==> src/sv/dwc_pkg.sv <==
// ----------------------------------------------------------------------------
// dwc_pkg
// Shared types, constants and command/status structs of the decimal word
// machine execute unit.
// ----------------------------------------------------------------------------
package dwc_pkg;

  localparam int unsigned DEF_MEM_DEPTH = 1048576;
  localparam int unsigned DEF_NUM_REGS  = 9;

  localparam logic [19:0] RESET_PC = 20'd100;

  // Request kinds
  localparam logic [1:0] ITEM_LOAD  = 2'd0;
  localparam logic [1:0] ITEM_START = 2'd1;
  localparam logic [1:0] ITEM_EXEC  = 2'd2;
  localparam logic [1:0] ITEM_NOP   = 2'd3;

  // Instruction operation codes
  localparam logic [4:0] OP_NONE  = 5'd0;
  localparam logic [4:0] OP_ADD   = 5'd1;
  localparam logic [4:0] OP_SUB   = 5'd2;
  localparam logic [4:0] OP_MUL   = 5'd3;
  localparam logic [4:0] OP_DIV   = 5'd4;
  localparam logic [4:0] OP_LOAD  = 5'd5;
  localparam logic [4:0] OP_STORE = 5'd6;
  localparam logic [4:0] OP_RADD  = 5'd7;
  localparam logic [4:0] OP_RSUB  = 5'd8;
  localparam logic [4:0] OP_RMUL  = 5'd9;
  localparam logic [4:0] OP_RDIV  = 5'd10;
  localparam logic [4:0] OP_READ  = 5'd11;
  localparam logic [4:0] OP_WRITE = 5'd12;
  localparam logic [4:0] OP_JUMP  = 5'd13;
  localparam logic [4:0] OP_BNEG  = 5'd14;
  localparam logic [4:0] OP_BZERO = 5'd15;
  localparam logic [4:0] OP_BPOS  = 5'd16;
  localparam logic [4:0] OP_HALT  = 5'd17;

  // Result status codes
  localparam logic [2:0] ST_OK   = 3'd0;
  localparam logic [2:0] ST_HALT = 3'd1;
  localparam logic [2:0] ST_DIV0 = 3'd2;
  localparam logic [2:0] ST_ADDR = 3'd3;
  localparam logic [2:0] ST_REG  = 3'd4;

  // Decimal decode scales; words at or above WORD_LIMIT decode past halt
  localparam logic [27:0] SCALE_OP   = 28'd10000000;
  localparam logic [27:0] SCALE_R    = 28'd1000000;
  localparam logic [27:0] SCALE_S    = 28'd100000;
  localparam logic [63:0] WORD_LIMIT = 64'd180000000;

  typedef struct packed {
    logic [1:0]         opcode;
    logic [19:0]        load_address;
    logic signed [63:0] data_value;
  } dwc_in_t;

  typedef struct packed {
    logic [2:0]         status;
    logic signed [63:0] write_value;
    logic               write_valid;
    logic [19:0]        next_pc;
  } dwc_out_t;

  typedef enum logic [3:0] {
    S_CLEAR, S_IDLE, S_DISPATCH, S_FETCH, S_DOP, S_DR, S_DS, S_CHECK,
    S_OPND, S_ALU, S_RUN, S_WB, S_WRITE, S_FIN
  } dwc_state_e;

  typedef enum logic [1:0] {MA_PC, MA_OPND, MA_LOAD, MA_CLR} mem_addr_e;
  typedef enum logic [1:0] {MW_DATA, MW_REG, MW_ZERO} mem_wdata_e;
  typedef enum logic [1:0] {DEC_OP, DEC_R, DEC_S} dec_phase_e;
  typedef enum logic [2:0] {ALU_ADD, ALU_SUB, ALU_MUL, ALU_DIV, ALU_PASS} alu_e;
  typedef enum logic [1:0] {PC_INC, PC_JUMP, PC_START} pc_sel_e;

  typedef struct packed {
    logic       latch_in;
    mem_addr_e  mem_addr;
    logic       mem_rd;
    logic       mem_we;
    mem_wdata_e mem_wdata;
    logic       word_ld;
    logic       dec_step;
    dec_phase_e dec_phase;
    logic       rf_rd;
    logic       rf_clr;
    logic       opnd_ld;
    logic       b_from_reg;
    logic       alu_start;
    alu_e       alu_op;
    logic       alu_step;
    logic       rf_wb;
    logic       lr_clr;
    logic       pc_ld;
    pc_sel_e    pc_sel;
    logic       halt_set;
    logic       halt_clr;
    logic       out_ld;
    logic [2:0] out_status;
    logic       out_wv;
  } dwc_cmd_t;

  typedef struct packed {
    logic       clr_done;
    logic [1:0] opcode;
    logic       la_ge;
    logic       halted;
    logic       pc_ge;
    logic       word_big;
    logic       dec_done;
    logic [4:0] op;
    logic       addr_ge;
    logic       r_ge;
    logic       s_ge;
    logic       b_zero;
    logic       alu_done;
    logic       lr_neg;
    logic       lr_zero;
    logic       out_free;
  } dwc_sts_t;

endpackage

==> src/sv/dwc_ctrl.sv <==
// ----------------------------------------------------------------------------
// dwc_ctrl
// Sequencer: memory clear after reset, request dispatch, instruction fetch,
// decimal decode, checks, execution and result hand-off.
// ----------------------------------------------------------------------------
module dwc_ctrl (
  input  logic              clk_i,
  input  logic              rst_ni,
  input  logic              in_valid_i,
  output logic              in_stall_o,
  input  dwc_pkg::dwc_sts_t sts_i,
  output dwc_pkg::dwc_cmd_t cmd_o
);
  import dwc_pkg::*;

  dwc_state_e state_q, state_d;
  logic [2:0] st_q, st_d;
  logic       wv_q, wv_d;
  logic       take;

  // State and pending result code
  always_ff @(posedge clk_i or negedge rst_ni) begin
    if (!rst_ni) begin
      state_q <= S_CLEAR;
      st_q    <= ST_OK;
      wv_q    <= 1'b0;
    end else begin
      state_q <= state_d;
      st_q    <= st_d;
      wv_q    <= wv_d;
    end
  end

  assign in_stall_o = (state_q != S_IDLE);

  assign take = (sts_i.op == OP_JUMP) ||
                ((sts_i.op == OP_BNEG) && sts_i.lr_neg) ||
                ((sts_i.op == OP_BZERO) && sts_i.lr_zero) ||
                ((sts_i.op == OP_BPOS) && !sts_i.lr_neg && !sts_i.lr_zero);

  // Next state and commands
  always_comb begin
    cmd_o   = '0;
    state_d = state_q;
    st_d    = st_q;
    wv_d    = 1'b0;
    case (state_q)
      S_CLEAR: begin
        cmd_o.mem_we    = 1'b1;
        cmd_o.mem_addr  = MA_CLR;
        cmd_o.mem_wdata = MW_ZERO;
        if (sts_i.clr_done) state_d = S_IDLE;
      end
      S_IDLE: begin
        if (in_valid_i) begin
          cmd_o.latch_in = 1'b1;
          state_d        = S_DISPATCH;
        end
      end
      S_DISPATCH: begin
        state_d = S_FIN;
        st_d    = ST_OK;
        case (sts_i.opcode)
          ITEM_LOAD: begin
            if (sts_i.la_ge) begin
              st_d = ST_ADDR;
            end else begin
              cmd_o.mem_we    = 1'b1;
              cmd_o.mem_addr  = MA_LOAD;
              cmd_o.mem_wdata = MW_DATA;
            end
          end
          ITEM_START: begin
            cmd_o.rf_clr   = 1'b1;
            cmd_o.lr_clr   = 1'b1;
            cmd_o.halt_clr = 1'b1;
            cmd_o.pc_ld    = 1'b1;
            cmd_o.pc_sel   = PC_START;
          end
          ITEM_EXEC: begin
            if (sts_i.halted) begin
              st_d = ST_HALT;
            end else if (sts_i.pc_ge) begin
              cmd_o.halt_set = 1'b1;
              st_d           = ST_ADDR;
            end else begin
              cmd_o.mem_rd   = 1'b1;
              cmd_o.mem_addr = MA_PC;
              state_d        = S_FETCH;
            end
          end
          default: st_d = ST_OK;
        endcase
      end
      S_FETCH: begin
        cmd_o.word_ld = 1'b1;
        state_d       = S_DOP;
      end
      S_DOP: begin
        if (sts_i.word_big) begin
          cmd_o.pc_ld = 1'b1;
          st_d        = ST_OK;
          state_d     = S_FIN;
        end else begin
          cmd_o.dec_step  = 1'b1;
          cmd_o.dec_phase = DEC_OP;
          if (sts_i.dec_done) state_d = S_DR;
        end
      end
      S_DR: begin
        cmd_o.dec_step  = 1'b1;
        cmd_o.dec_phase = DEC_R;
        if (sts_i.dec_done) state_d = S_DS;
      end
      S_DS: begin
        cmd_o.dec_step  = 1'b1;
        cmd_o.dec_phase = DEC_S;
        if (sts_i.dec_done) state_d = S_CHECK;
      end
      S_CHECK: begin
        state_d = S_FIN;
        st_d    = ST_OK;
        if (sts_i.op == OP_HALT) begin
          cmd_o.halt_set = 1'b1;
          st_d           = ST_HALT;
        end else if (sts_i.op == OP_NONE) begin
          cmd_o.pc_ld = 1'b1;
        end else if ((sts_i.op <= OP_STORE || sts_i.op >= OP_READ) && sts_i.addr_ge) begin
          cmd_o.halt_set = 1'b1;
          st_d           = ST_ADDR;
        end else if (sts_i.op <= OP_RDIV && sts_i.r_ge) begin
          cmd_o.halt_set = 1'b1;
          st_d           = ST_REG;
        end else if (sts_i.op >= OP_RADD && sts_i.op <= OP_RDIV && sts_i.s_ge) begin
          cmd_o.halt_set = 1'b1;
          st_d           = ST_REG;
        end else if (sts_i.op <= OP_RDIV) begin
          cmd_o.mem_rd   = 1'b1;
          cmd_o.mem_addr = MA_OPND;
          cmd_o.rf_rd    = 1'b1;
          state_d        = S_OPND;
        end else if (sts_i.op == OP_READ) begin
          cmd_o.mem_we    = 1'b1;
          cmd_o.mem_addr  = MA_OPND;
          cmd_o.mem_wdata = MW_DATA;
          cmd_o.pc_ld     = 1'b1;
        end else if (sts_i.op == OP_WRITE) begin
          cmd_o.mem_rd   = 1'b1;
          cmd_o.mem_addr = MA_OPND;
          state_d        = S_WRITE;
        end else begin
          cmd_o.pc_ld  = 1'b1;
          cmd_o.pc_sel = take ? PC_JUMP : PC_INC;
        end
      end
      S_OPND: begin
        if (sts_i.op == OP_STORE) begin
          cmd_o.mem_we    = 1'b1;
          cmd_o.mem_addr  = MA_OPND;
          cmd_o.mem_wdata = MW_REG;
          cmd_o.pc_ld     = 1'b1;
          st_d            = ST_OK;
          state_d         = S_FIN;
        end else begin
          cmd_o.opnd_ld    = 1'b1;
          cmd_o.b_from_reg = (sts_i.op >= OP_RADD);
          state_d          = S_ALU;
        end
      end
      S_ALU: begin
        if ((sts_i.op == OP_DIV || sts_i.op == OP_RDIV) && sts_i.b_zero) begin
          cmd_o.halt_set = 1'b1;
          st_d           = ST_DIV0;
          state_d        = S_FIN;
        end else begin
          cmd_o.alu_start = 1'b1;
          case (sts_i.op)
            OP_ADD, OP_RADD: cmd_o.alu_op = ALU_ADD;
            OP_SUB, OP_RSUB: cmd_o.alu_op = ALU_SUB;
            OP_MUL, OP_RMUL: cmd_o.alu_op = ALU_MUL;
            OP_DIV, OP_RDIV: cmd_o.alu_op = ALU_DIV;
            default:         cmd_o.alu_op = ALU_PASS;
          endcase
          state_d = S_RUN;
        end
      end
      S_RUN: begin
        if (sts_i.alu_done) state_d = S_WB;
        else cmd_o.alu_step = 1'b1;
      end
      S_WB: begin
        cmd_o.rf_wb = 1'b1;
        cmd_o.pc_ld = 1'b1;
        st_d        = ST_OK;
        state_d     = S_FIN;
      end
      S_WRITE: begin
        cmd_o.pc_ld = 1'b1;
        st_d        = ST_OK;
        wv_d        = 1'b1;
        state_d     = S_FIN;
      end
      S_FIN: begin
        wv_d             = wv_q;
        cmd_o.out_status = st_q;
        cmd_o.out_wv     = wv_q;
        if (sts_i.out_free) begin
          cmd_o.out_ld = 1'b1;
          state_d      = S_IDLE;
        end
      end
      default: state_d = S_IDLE;
    endcase
  end

endmodule

==> config.mk <==
export PLATFORM = sky130hd
export DESIGN_NAME = dwc_ctrl
export DESIGN_NICKNAME = d
export VERILOG_FILES = /design/src/sv/dwc_pkg.sv /design/src/sv/dwc_ctrl.sv
export SDC_FILE = /design/constraint.sdc
export NUM_CORES = 1
export LEC_CHECK = 0
export ABC_AREA = 1
export BUFFER_PORTS_ARGS = -buffer_cell sky130_fd_sc_hd__buf_2
export CAP_MARGIN = 20
export CORE_ASPECT_RATIO = 0.9
export CORE_MARGIN = 4
export CORE_UTILIZATION = 40
export CTS_BUF_LIST = sky130_fd_sc_hd__clkbuf_2 sky130_fd_sc_hd__clkbuf_4 sky130_fd_sc_hd__clkbuf_8
export CTS_CLUSTER_SIZE = 16
export DETAILED_ROUTE_END_ITERATION = 12
export PLACE_DENSITY = 0.68
export RECOVER_POWER = 50
export SETUP_SLACK_MARGIN = 0.4
export SLEW_MARGIN = 10
export SYNTH_ARGS = -nofsm -noshare
export SYNTH_HDL_FRONTEND = slang
export SYNTH_SLANG_ARGS = --single-unit
==> constraint.sdc <==
create_clock -name clk_i -period 2.7 [get_ports clk_i]
set_clock_uncertainty 0.1 [all_clocks]
set_input_delay 0.405 -clock clk_i [delete_from_list [all_inputs] [get_ports clk_i]]
set_output_delay 0.405 -clock clk_i [all_outputs]
set_load 0.02 [all_outputs]
==> metrics.md <==
| Metric | Value |
|---|---|
| Outcome | `completed` |
| TritonCTS clock tree | `yes` |
| Slew headroom | `73.00%` |
| Post-synthesis sequential area ratio | `roughly 16%` |
| First-pass GRT wire length | `roughly 6.3 mm` |
| Final Non-Filler Cells | `between 300 and 400` |
| H-tree levels | `1` |
| Hold WS | `around 0.43 ns` |
| Post-synthesis register bit count | `8` |
| Final HPWL DP | `3.276 mm` |
| Synth unique cells | `29` |
| Crit path kind | `reg -> out` |
| CP peak stage delay | `roughly 0.43 ns` |
| Core box area | `0.002860 sq mm` |
| Num CTS Buffers | `3` |
| HP Class | `reg -> reg` |
| Vias | `approximately 1700` |
| Die Ht | `about 60 um` |
| Bufs and invs on worst path | `3` |
| CP max FO | `5` |
| Cell repeated most along the worst path | `inv_1` |
| Boundary Pins | `57` |
| Global placer's final weighted congestion | `0.9074` |
| IO buf count | `56` |
| Syn Inst Count | `between 200 and 250` |
| Final wirelength | `approximately 4.1 mm` |
| Maximum vdd drop | `about 550 uV` |
| Detailed-route wire length per cell | `12.23 um` |
| Worst path top cell family by delay | `simple AND/OR/NAND/NOR gates` |
| Slew Viols, Final | `0` |
| Initial drt markers | `98` |
| Hold Vio Cnt, Final | `0` |
| Crit path time final | `approximately 2.3 ns` |
| Worst-skew pair later-pin latency | `roughly 0.24 ns` |
| Most frequent cells in the layout | `50 x nand2_1, 42 x buf_2, 35 x nor2_1, 32 x inv_1, 17 x nand3_1` |
| Arr. time, crit path | `approximately 1.8 ns` |
| Measured slew at the worst slew-check pin | `slightly above 0.4 ns` |
| Internal | `between 500 and 600 uW` |
| Fraction of layout cells with a size suffix above 1 | `34.25%` |
| FP Rows | `18` |
| DRC violation count after routing | `0` |
| Clk sinks | `8` |
| Antenna violations before repair | `0` |
| DRT Pass-1 Iters | `4` |
| Critical Path Start Type | `flop` |
| Final Cycle Share | `about 85%` |
| Grt total ovfl | `0` |
| Pwr Density | `around 740 mW/mm^2` |
| Ys Warns | `0` |
| Setup slack at placement | `slightly below 0.3 ns` |
| Clk network pwr share | `6.5%` |
| # diodes | `0` |
| Area added between synthesis and finish | `40.92%` |
| Util after Layout | `approximately three fifths` |
| Number of global-route vias before repair | `about 1400` |
| Leak Pwr | `~0.00096 uW` |
| Final nets | `approximately 320` |
| Avg Cell Area, Syn | `between 5 and 6 sq um` |
| Sequential power share | `approximately 18%` |
| Critical-path cell list | `nor2_1 > inv_1 > nor2_4 > inv_1 > nor3_4 > nor3b_1 > o21ai_1 > buf_2` |
| RSZ-0062 raised after global routing | `yes` |
| Clock Path Buffers | `2` |
| Critical path's slowest cell | `dfrtp_1` |
| DIE AREA | `0.004077 sq mm` |
| Post-synthesis cell area | `0.001247 sq mm` |
| Initial Util | `between 40% and 50%` |
| Total track usage | `20.02%` |
| Vias per inst | `~5.0` |
| Crit path capture type | `output port` |
| Psw | `about 760 uW` |
| CTS root buffer | `clkbuf_4` |
| Combinational fraction of design power | `around 75%` |
| Achievable Freq | `around 0.43 GHz` |
| Final setup fails | `0` |
| Min setup slack post-route | `~0.40 ns` |
| Number of max-cap violations | `0` |
| # placed instances | `324` |
| Pin count of the biggest net entering global routing | `13` |
| Die Wd | `roughly 67 um` |
| Final TNS setup | `0 ns` |
| Most common cell after layout, fill and taps aside | `nand2_1` |
| Data required, critical path | `2.19 ns` |
| Post-route ant nets | `0` |
| Mapped Nets | `~260` |
| Clk slew on worst S/H paths | `approximately 0.05 ns` |
| Switching share of power | `between 50% and 60%` |
stage by stage:
stage               instance area (sq um)  total power, uW
floorplan                            1252            903.3
global placement                     1563             1164
detailed placement                   1563             1157
CTS                                  1635             1268
global route                         1758             1435
finish                               1758             1306
what timing repair did:
action,4_1_cts,5_1_grt
pin swaps,2,6
endpoints found under the hold margin,8,0
gates resized for setup,8,33
setup endpoints to repair,6,9
hold buffers,1,0
buffers inserted,2,2
sequential cells by signal, summed over array words and instances, names as in the netlist:
signal   cells
state_q      4
st_q         3
wv_q         1
power groups by stage:
stage / clock network [uW] / logic (uW) / registers, uW
floorplan: 0 / 684 / 219
global placement: 0 / 932 / 232
detailed placement: 0 / 926 / 231
CTS: 91.4 / 944 / 233
global route: 95.0 / 1100 / 241
finish: 85.0 / 984 / 237
final timing paths:
| check | startpoint | cells after the start | slack (ns) | to |
|---|---|---|---|---|
| max reg2reg | state_q[2] | 9 | 0.83 | st_q[1] |
| max | state_q[2] | 8 | 0.40 | cmd_o[9] |
| min in group asynchronous | rst_ni | 2 | 0.50 | wv_q |
| min reg2reg | wv_q | 2 | 0.43 | wv_q |
| min | wv_q | 2 | 0.43 | wv_q |
| max in group asynchronous | rst_ni | 2 | 1.69 | state_q[3] |
final cells by class:
type                            count  area (sq um)
Clock buffer                        3         22.52
Fill cell                         304          1102
Inverter                           41         153.9
Multi-Input combinational cell    179          1003
Sequential cell                     8         202.7
Tap cell                           40         50.05
Timing Repair Buffer               61         325.3
synth_stat cells (all sizes together):
master | count | area [sq um]
a21oi | 11 | 62.56
a31oi | 1 | 6.260
a41oi | 1 | 8.760
and3 | 2 | 12.51
buf | 3 | 20.01
dfrtp | 8 | 200.2
ha | 4 | 50.05
inv | 41 | 153.9
nand2 | 59 | 231.5
nand3 | 21 | 105.1
nand3b | 1 | 7.510
nand4 | 2 | 12.51
nor2 | 45 | 196.4
nor3 | 8 | 40.04
nor3b | 1 | 7.510
o21ai | 13 | 65.06
o21bai | 1 | 7.510
o22ai | 4 | 25.02
o31ai | 1 | 7.510
o41ai | 1 | 8.760
or2 | 3 | 18.77
worst min-delay path: cells and delay by family (launching register included):
kind | cells | cell delay (ns)
AO/OA/AOI/OAI | 1 | 0.12
buffers and inverters | 1 | 0.04
flip-flops | 1 | 0.31
metal layers:
| metal | track usage (%) | routed length, um | up-vias |
|---|---|---|---|
| met2 | 29.38 | 1756 | 72 |
| met4 | 6.069 | 18 | 0 |
| met5 | 0 | 0 | - |
| met3 | 0.7407 | 344 | 2 |
| li1 | - | - | 869 |
| met1 | 31.47 | 1943 | 726 |
cells by family (layout without fill, tap and decap cells):
logic type | Yosys count | count (layout) | share of synthesized area, %
AO/OA/AOI/OAI | 33 | 33 | 15.35
adder cells (fa/ha/maj) | 4 | 4 | 4.012
buffers and inverters | 44 | 105 | 13.94
flip-flops | 8 | 8 | 16.05
AND/OR/NAND/NOR | 142 | 142 | 50.65
(Power assumes the default switching activity.)
